[src/hw/rtl/dfu_iv_pkg.sv]
// ----------------------------------------------------------------------------
// dfu_iv_pkg
// Shared types, constants and functions of the DfuSe image validator.
// ----------------------------------------------------------------------------
package dfu_iv_pkg;

	// Default width of the byte position counter.
	localparam int unsigned POSITION_BITS_DEF = 24;

	// Offsets and lengths inside the image file.
	localparam int unsigned PREFIX_LEN = 5;
	localparam int unsigned TARGET_AT  = 11;
	localparam int unsigned TARGET_LEN = 6;
	localparam int unsigned ADDRESS_AT = 285;
	localparam int unsigned SIZE_AT    = 289;
	localparam int unsigned HEADER_END = 293;

	localparam logic [31:0] CRC_INIT = 32'hffff_ffff;
	localparam logic [31:0] CRC_POLY = 32'hedb8_8320;

	// Suffix signature, read from the window eight bytes before the end.
	localparam logic [7:0] SUFFIX_U = 8'h55;
	localparam logic [7:0] SUFFIX_F = 8'h46;
	localparam logic [7:0] SUFFIX_D = 8'h44;

	// Result status codes.
	typedef enum logic [2:0] {
		ST_OK     = 3'd0,
		ST_SHORT  = 3'd1,
		ST_PREFIX = 3'd2,
		ST_TARGET = 3'd3,
		ST_SUFFIX = 3'd4,
		ST_CRC    = 3'd5
	} status_t;

	// Per-item handshake control seen by the state modules.
	typedef struct packed {
		logic fire;
		logic last;
	} step_t;

	// Header flags, already including the byte being processed.
	typedef struct packed {
		logic prefix_ok;
		logic target_ok;
		logic len_lt5;
		logic len_lt17;
		logic len_lt293;
	} hdr_flags_t;

	// Character of "DfuSe" at a given index.
	function automatic logic [7:0] prefix_char(input logic [2:0] idx);
		logic [7:0] c;
		case (idx)
			3'd0:    c = 8'h44;
			3'd1:    c = 8'h66;
			3'd2:    c = 8'h75;
			3'd3:    c = 8'h53;
			3'd4:    c = 8'h65;
			default: c = 8'h00;
		endcase
		return c;
	endfunction

	// Character of "Target" at a given index.
	function automatic logic [7:0] target_char(input logic [2:0] idx);
		logic [7:0] c;
		case (idx)
			3'd0:    c = 8'h54;
			3'd1:    c = 8'h61;
			3'd2:    c = 8'h72;
			3'd3:    c = 8'h67;
			3'd4:    c = 8'h65;
			3'd5:    c = 8'h74;
			default: c = 8'h00;
		endcase
		return c;
	endfunction

	// One byte of the reflected CRC-32, eight bit steps.
	function automatic logic [31:0] crc32_byte(input logic [31:0] acc, input logic [7:0] b);
		logic [31:0] r;
		r = acc ^ {24'd0, b};
		for (int k = 0; k < 8; k++) begin
			r = r[0] ? ((r >> 1) ^ CRC_POLY) : (r >> 1);
		end
		return r;
	endfunction

endpackage

[src/hw/rtl/dfu_image_validator_unit.sv]
// ----------------------------------------------------------------------------
// dfu_image_validator_unit
// Checks a DfuSe image streamed one byte per item and reports status, CRCs
// and header fields on the final byte.
// ----------------------------------------------------------------------------
// Result path: a final byte is accepted into the input register, then moved
// into the result register.
// Throughput: one byte per cycle; a final byte waits in the input register
// only while the result register holds an item that is not yet taken.
// Reset: arst_n returns the position, flags, captures, window and CRC to their
// reset values at once; the same values are restored after every final byte.
module dfu_image_validator_unit #(
	parameter int unsigned POSITION_BITS = dfu_iv_pkg::POSITION_BITS_DEF
) (
	input  logic                      clk,
	input  logic                      arst_n,
	input  logic                      in_valid,
	output logic                      in_ready,
	input  logic [7:0]                data_byte,
	input  logic                      final_byte,
	output logic                      out_valid,
	input  logic                      out_ready,
	output logic [2:0]                status,
	output logic [31:0]               computed_crc,
	output logic [31:0]               stored_crc,
	output logic [31:0]               load_address,
	output logic [31:0]               image_size
);
	import dfu_iv_pkg::*;

	logic        valid_s1;
	logic [7:0]  data_s1;
	logic        final_s1;
	step_t       step;
	hdr_flags_t  flags;
	logic [31:0] address_nx;
	logic [31:0] size_nx;
	logic [31:0] crc_nx;
	logic [31:0] stored_nx;
	logic        suffix_ok;
	status_t     status_nx;

	// A byte leaves the input register unless it is final and the result
	// register is still full.
	always_comb begin
		step.fire = valid_s1 && (!final_s1 || !out_valid || out_ready);
		step.last = final_s1;
		in_ready  = !valid_s1 || step.fire;
	end

	// Input register.
	always_ff @(posedge clk or negedge arst_n) begin
		if (!arst_n) begin
			valid_s1 <= 1'b0;
		end else if (in_ready) begin
			valid_s1 <= in_valid;
		end
	end

	always_ff @(posedge clk) begin
		if (in_ready && in_valid) begin
			data_s1  <= data_byte;
			final_s1 <= final_byte;
		end
	end

	dfu_iv_hdr #(
		.POSITION_BITS(POSITION_BITS)
	) u_hdr (
		.clk             (clk),
		.arst_n          (arst_n),
		.step            (step),
		.data_byte       (data_s1),
		.flags           (flags),
		.load_address_nx (address_nx),
		.image_size_nx   (size_nx)
	);

	dfu_iv_tail u_tail (
		.clk             (clk),
		.arst_n          (arst_n),
		.step            (step),
		.data_byte       (data_s1),
		.crc_en          (!flags.len_lt5),
		.computed_crc_nx (crc_nx),
		.stored_crc_nx   (stored_nx),
		.suffix_ok       (suffix_ok)
	);

	// Status in priority order.
	always_comb begin
		if (flags.len_lt5) begin
			status_nx = ST_SHORT;
		end else if (!flags.prefix_ok) begin
			status_nx = ST_PREFIX;
		end else if (flags.len_lt17) begin
			status_nx = ST_SHORT;
		end else if (!flags.target_ok) begin
			status_nx = ST_TARGET;
		end else if (!suffix_ok) begin
			status_nx = ST_SUFFIX;
		end else if (crc_nx != stored_nx) begin
			status_nx = ST_CRC;
		end else if (flags.len_lt293) begin
			status_nx = ST_SHORT;
		end else begin
			status_nx = ST_OK;
		end
	end

	// Result register.
	always_ff @(posedge clk or negedge arst_n) begin
		if (!arst_n) begin
			out_valid <= 1'b0;
		end else if (step.fire && step.last) begin
			out_valid <= 1'b1;
		end else if (out_ready) begin
			out_valid <= 1'b0;
		end
	end

	always_ff @(posedge clk) begin
		if (step.fire && step.last) begin
			status       <= status_nx;
			computed_crc <= crc_nx;
			stored_crc   <= stored_nx;
			load_address <= address_nx;
			image_size   <= size_nx;
		end
	end

endmodule

[src/hw/rtl/dfu_iv_hdr.sv]
// ----------------------------------------------------------------------------
// dfu_iv_hdr
// Byte position counter, prefix and target signature checks and capture of
// the start address and image size header fields.
// ----------------------------------------------------------------------------
module dfu_iv_hdr #(
	parameter int unsigned POSITION_BITS = dfu_iv_pkg::POSITION_BITS_DEF
) (
	input  logic                    clk,
	input  logic                    arst_n,
	input  dfu_iv_pkg::step_t       step,
	input  logic [7:0]              data_byte,
	output dfu_iv_pkg::hdr_flags_t  flags,
	output logic [31:0]             load_address_nx,
	output logic [31:0]             image_size_nx
);
	import dfu_iv_pkg::*;

	localparam logic [POSITION_BITS-1:0] POS_MAX = '1;

	logic [POSITION_BITS-1:0] position_q;
	logic                     prefix_q;
	logic                     target_q;
	logic [31:0]              address_q;
	logic [31:0]              size_q;

	logic                     in_prefix;
	logic                     in_target;
	logic                     in_address;
	logic                     in_size;
	logic [2:0]               target_idx;
	logic [1:0]               address_lane;
	logic [1:0]               size_lane;

	// Decode where the current byte falls in the header.
	always_comb begin
		in_prefix    = position_q < POSITION_BITS'(PREFIX_LEN);
		in_target    = (position_q >= POSITION_BITS'(TARGET_AT)) &&
		               (position_q < POSITION_BITS'(TARGET_AT + TARGET_LEN));
		in_address   = (position_q >= POSITION_BITS'(ADDRESS_AT)) &&
		               (position_q < POSITION_BITS'(ADDRESS_AT + 4));
		in_size      = (position_q >= POSITION_BITS'(SIZE_AT)) &&
		               (position_q < POSITION_BITS'(SIZE_AT + 4));
		target_idx   = 3'(position_q - POSITION_BITS'(TARGET_AT));
		address_lane = 2'(position_q - POSITION_BITS'(ADDRESS_AT));
		size_lane    = 2'(position_q - POSITION_BITS'(SIZE_AT));
	end

	// Flags and captures with the current byte folded in.
	always_comb begin
		flags.prefix_ok = prefix_q &&
		                  !(in_prefix && (data_byte != prefix_char(position_q[2:0])));
		flags.target_ok = target_q &&
		                  !(in_target && (data_byte != target_char(target_idx)));
		flags.len_lt5   = position_q < POSITION_BITS'(PREFIX_LEN - 1);
		flags.len_lt17  = position_q < POSITION_BITS'(TARGET_AT + TARGET_LEN - 1);
		flags.len_lt293 = position_q < POSITION_BITS'(HEADER_END - 1);

		load_address_nx = address_q;
		if (in_address) begin
			load_address_nx[8*address_lane +: 8] = data_byte;
		end
		image_size_nx = size_q;
		if (in_size) begin
			image_size_nx[8*size_lane +: 8] = data_byte;
		end
	end

	// Header state; the final byte returns everything to reset values.
	always_ff @(posedge clk or negedge arst_n) begin
		if (!arst_n) begin
			position_q <= '0;
			prefix_q   <= 1'b1;
			target_q   <= 1'b1;
			address_q  <= '0;
			size_q     <= '0;
		end else if (step.fire) begin
			if (step.last) begin
				position_q <= '0;
				prefix_q   <= 1'b1;
				target_q   <= 1'b1;
				address_q  <= '0;
				size_q     <= '0;
			end else begin
				if (position_q != POS_MAX) begin
					position_q <= position_q + 1'b1;
				end
				prefix_q  <= flags.prefix_ok;
				target_q  <= flags.target_ok;
				address_q <= load_address_nx;
				size_q    <= image_size_nx;
			end
		end
	end

endmodule

[src/hw/rtl/dfu_iv_tail.sv]
// ----------------------------------------------------------------------------
// dfu_iv_tail
// Eight-byte tail window and the CRC-32 register. Bytes enter the CRC once
// they leave the four-byte delay, so the stored CRC never enters it.
// ----------------------------------------------------------------------------
module dfu_iv_tail (
	input  logic              clk,
	input  logic              arst_n,
	input  dfu_iv_pkg::step_t step,
	input  logic [7:0]        data_byte,
	input  logic              crc_en,
	output logic [31:0]       computed_crc_nx,
	output logic [31:0]       stored_crc_nx,
	output logic              suffix_ok
);
	import dfu_iv_pkg::*;

	logic [31:0] crc_q;
	logic [7:0]  win_q [8];

	// CRC update, stored CRC and suffix check as seen after this byte.
	always_comb begin
		computed_crc_nx = crc_en ? crc32_byte(crc_q, win_q[3]) : crc_q;
		stored_crc_nx   = {data_byte, win_q[0], win_q[1], win_q[2]};
		suffix_ok       = (win_q[6] == SUFFIX_U) && (win_q[5] == SUFFIX_F) &&
		                  (win_q[4] == SUFFIX_D);
	end

	// Window shifts newest first; the final byte clears it with the CRC.
	always_ff @(posedge clk or negedge arst_n) begin
		if (!arst_n) begin
			crc_q <= CRC_INIT;
			for (int k = 0; k < 8; k++) begin
				win_q[k] <= '0;
			end
		end else if (step.fire) begin
			if (step.last) begin
				crc_q <= CRC_INIT;
				for (int k = 0; k < 8; k++) begin
					win_q[k] <= '0;
				end
			end else begin
				crc_q    <= computed_crc_nx;
				win_q[0] <= data_byte;
				for (int k = 1; k < 8; k++) begin
					win_q[k] <= win_q[k-1];
				end
			end
		end
	end

endmodule
[config.mk]
export PLATFORM = sky130hd
export DESIGN_NAME = dfu_image_validator_unit
export DESIGN_NICKNAME = d
export VERILOG_FILES = /design/src/hw/rtl/dfu_iv_pkg.sv /design/src/hw/rtl/dfu_image_validator_unit.sv /design/src/hw/rtl/dfu_iv_hdr.sv /design/src/hw/rtl/dfu_iv_tail.sv
export SDC_FILE = /design/constraint.sdc
export NUM_CORES = 1
export LEC_CHECK = 0
export BUFFER_PORTS_ARGS = -buffer_cell sky130_fd_sc_hd__clkbuf_2
export CORE_AREA = 3 3 179 181
export DETAILED_ROUTE_END_ITERATION = 16
export DIE_AREA = 0 0 182 184
export PLACE_DENSITY = 0.77
export RECOVER_POWER = 25
export SKIP_LAST_GASP = 1
export SLEW_MARGIN = 10
export SYNTH_ARGS = -nofsm -noshare
export SYNTH_HDL_FRONTEND = slang
export SYNTH_SLANG_ARGS = --single-unit
[constraint.sdc]
create_clock -name clk -period 6.4 [get_ports clk]
set_clock_uncertainty 0.05 [all_clocks]
set_input_delay 1.28 -clock clk [delete_from_list [all_inputs] [get_ports clk]]
set_output_delay 1.28 -clock clk [all_outputs]
set_load 0.01 [all_outputs]
==> reports/results.env <==
FLOORPLAN.DIE.HEIGHT_UM=184
ROUTED_VIA_DENSITY=5.90
HPWL_DETAILED_UM=24400
FILLER_CELL_COUNT=2467
LAYOUT.CELLS.MOST_COMMON_LIST='nand2_1, clkbuf_2, dfrtp_1, edfxtp_1, xnor2_1'
CTS.REPORTEDPATHS.CLKPINSLEW_NS=0.06
START_KIND='input pin'
CRIT_SLOWEST_CELL='clkbuf_2'
SYN_INST=1251
TRITONCTS='done'
GRT_ANTENNA_BEFORE_REPAIR=1
SEQ_POWER_SHARE=0.422
GLOBAL_ROUTE.USAGE.TOTAL=0.220
DESIGN.DIE.AREA_UM2=33500
CLOCK_INSERTION_DELAY_WORST_SKEW_NS=0.58
SYNTHESIS.AREA_UM2=15200
ROUTEDWLPERCELL_UM=21.0
GRT_START_MAX_NET_PINS=116
CORE_AREA_UM2=30600
WORST_R2R_PATH_DEPTH=9
CRITICAL_PATH.TOP_DELAY_FAMILY='buffers and inverters'
ROUTABILITYCONGESTION=0.910
GRT_SETUP_UNREPAIRED='no'
DRT_WL_TOTAL_UM=37500
YOSYSWARNINGS=0
YOSYS_REG_BITS=320
CPPEAKSTAGEDELAY_NS=1.98
TIMING.SETUP.TNS_NS=0
WORST_PIN_SLEW_NS=2.65
VIAS_POST_DR=10600
AVGSYNTHCELLAREA_UM2=12.2
PATH_DEPTH=2
VIOLATIONS='max-capacitance violations, max-slew violations'
TIMING.CRITICAL_PATH.REQUIRED_NS=6.47
POWER.CLOCK.FRACTION=0.333
CRIT_CHAIN='buf_6, clkbuf_2'
PERIOD_SHARE=0.587
DETAILEDROUTE.FIRSTITERATIONVIOLATIONS=1129
POWER.SHARE.SWITCHING=0.304
SYNTH.DISTINCT_CELLS=72
N_ANTENNA_CELL=0
RUN_STATUS='finished, violations left'
REG2REG_START='u_tail.crc_q[0]$_DFFE_PN1P_'
HP-CLASS='reg -> reg'
COMB_POWER_SHARE=0.245
CRITPATHKIND='in -> async'
LEAKAGE_POWER_nW=7.60
WIRE_LENGTH_OF_THE_FIRST_GLOBAL_ROUTING_PASS_UM=58800
POST-CTS-SETUP-BUFFER-COUNT=0
ARRIVAL_NS=3.83
CRITPATHCAPTURETYPE='async pin'
DIE-WIDTH_UM=182
GLOBAL_ROUTE_OVERFLOW=0
PATH_BUF_INV=2
CLOCK_TREE.HTREE_LEVEL_COUNT=1
DRIVE_GT1_FRAC=0.233
SYNTH.NET_COUNT=1276
DRT_FIRST_PASS_ITERS=5
CRIT_PATH_START='arst_n'
VIAS_IN_THE_FIRST_GLOBAL_ROUTE=10400
IRDROPWORSTVDD_uV=228
DRC=0
SYNTHARSTFLOPSHARE=0.563
BUFFER_PORTS.INSERTED=145
CRITPATHMAXFANOUT=107
POST_CTS.RESIZED_INSTANCES=0
P_INT_mW=4.06
ANT_NETS=0
MAXCAPVIOLCOUNT=1
REG2REG_TO='status[0]$_SDFFCE_PP1P_'
FMAX_MHz=266
SYNTH_FLOP_CELL='dfrtp_1'
YOSYSSEQAREASHARE=0.574
POWERDENSITY_nW_PER_UM2=336
BUFFER_DEPTH_OF_THE_LONGEST_CLOCK_PATH=3
REG2REG_SETUP_SLACK_NS=2.78
POST-ROUTE-MIN-PERIOD_NS=3.76
FLOW.AREA_GROWTH_FROM_SYNTHESIS_PCT=14.2
POSTLAYOUTCOREUTIL=0.569
STD_CELL_ROWS=64
CRIT_END='u_tail.stored_crc_nx[6]$_DFFE_PN0P_'
LAYOUT.NETS=1395
FINAL_MAX_SLEW_VIOL_COUNT=108
SWITCHING_POWER_mW=1.78
SYNTH-EDFF-COUNT=140
START_UTIL=0.498
FINALSETUPVIOLATIONS=0
CTS_SINKS=320
HOLDBUFCOUNTCTS=0
CTS-ROOT-BUF='clkbuf_16'
CTS_MADE_BUFFERS=31
FINAL_HOLD_VIO_COUNT=0
FINAL_COMMON_CELL='nand2_1'
IO_PINS=146
TIMING.MAX_SLEW.REL_SLACK=-0.766
state kept, by name (all words and copies together), names as in the netlist, 3 cells and up:
name / count
status: 3
load_address: 32
image_size: 32
stored_crc: 32
u_tail.crc_q: 32
data_s1: 8
u_tail.stored_crc_nx: 24
computed_crc: 32
u_tail.win_q: 32
u_hdr.position_q: 24
u_hdr.address_q: 32
u_hdr.size_q: 32
how the worst min path moves through the flow:
stage | from | to | slack (ns) | cells past startpoint
2_1_floorplan | data_s1[3]$_DFFE_PP_ | stored_crc[27]$_DFFE_PP_ | 0.37 | 0
3_3_place_gp | u_tail.win_q[10]$_DFFE_PN0P_ | u_tail.win_q[10]$_DFFE_PN0P_ | 0.39 | 2
3_5_place_dp | u_tail.win_q[10]$_DFFE_PN0P_ | u_tail.win_q[10]$_DFFE_PN0P_ | 0.40 | 2
4_1_cts | u_tail.win_q[10]$_DFFE_PN0P_ | u_tail.win_q[10]$_DFFE_PN0P_ | 0.41 | 2
5_1_grt | u_tail.win_q[12]$_DFFE_PN0P_ | u_tail.win_q[12]$_DFFE_PN0P_ | 0.44 | 2
6_report | u_tail.win_q[10]$_DFFE_PN0P_ | u_tail.win_q[10]$_DFFE_PN0P_ | 0.41 | 2
power by group through the flow:
stage | combinational, mW | clock [mW] | sequential [mW]
after global routing | 1.53 | 2.05 | 2.48
after global placement | 1.39 | 0 | 2.50
after floorplan | 1.06 | 0 | 2.47
after detailed placement | 1.40 | 0 | 2.50
after CTS | 1.42 | 1.97 | 2.46
final | 1.43 | 1.94 | 2.46
per-stage QoR:
stage / hold slack [ns] / setup WS, ns / total power, mW / instance area [um2] / std cells
floorplan: 0.371 / 0.360 / 3.52 / 15200 / 1251
global placement: 0.393 / 2.34 / 3.88 / 16300 / 1733
detailed placement: 0.399 / 2.28 / 3.90 / 16300 / 1733
CTS: 0.412 / 2.78 / 5.85 / 17400 / 1791
global route: 0.437 / 2.08 / 6.07 / 17400 / 1791
finish: 0.410 / 2.64 / 5.84 / 17400 / 1791
final cells by class:
type                            count  area [um2]  share of cell area
Clock inverter                     19         221              0.0127
Timing Repair Buffer              159         823              0.0473
Sequential cell                   320        8750               0.503
Tap cell                          396         495              0.0285
Multi-Input combinational cell    834        6140               0.353
Inverter                           24        95.1             0.00547
Clock buffer                       39         868              0.0499
cell usage after synthesis (4+ instances only):
library cell,count,share of area
xor2_1,38,0.022
nor4_1,15,0.0062
a21oi_1,31,0.010
dfstp_2,34,0.059
mux2_2,57,0.042
or3_1,8,0.0033
edfxtp_1,140,0.28
ha_1,12,0.0099
a211oi_1,4,0.0020
xnor3_1,16,0.024
mux2_1,8,0.0059
a211o_1,4,0.0023
nand2b_1,7,0.0029
or4_1,4,0.0020
xnor2_2,4,0.0043
mux2i_1,4,0.0026
nor3_1,13,0.0043
and2_1,37,0.015
nor2_1,57,0.014
o22a_1,24,0.014
inv_1,23,0.0057
dfrtp_1,146,0.24
clkbuf_1,64,0.016
nand3_1,65,0.021
xnor2_4,7,0.013
nand2_1,167,0.041
buf_1,6,0.0015
a22o_1,65,0.037
nand4_1,18,0.0074
o21ai_0,21,0.0069
xnor2_1,77,0.044
nor4bb_1,5,0.0033
o31ai_1,8,0.0039
metal layers:
| metal | vias to the layer above | share of wire | routed length [um] | GRT usage |
|---|---|---|---|---|
| li1 | 4733 | - | - | - |
| met1 | 5324 | 0.42 | 15800 | 0.308 |
| met2 | 436 | 0.48 | 17900 | 0.356 |
| met3 | 79 | 0.073 | 2760 | 0.0366 |
| met4 | 2 | 0.027 | 997 | 0.0646 |
| met5 | - | 0.00037 | 14 | 0 |
kinds of logic (layout without fill, tap and decap cells):
logic type / after synthesis / in the layout / synth area share
compound gates: 194 / 194 / 0.0977
simple gates: 412 / 412 / 0.129
flops: 320 / 320 / 0.574
fa+ha+maj: 12 / 12 / 0.00986
xor+xnor: 147 / 147 / 0.114
mux: 69 / 69 / 0.0507
buf+inv: 97 / 241 / 0.0241
Power figures use the tool's default switching activity.
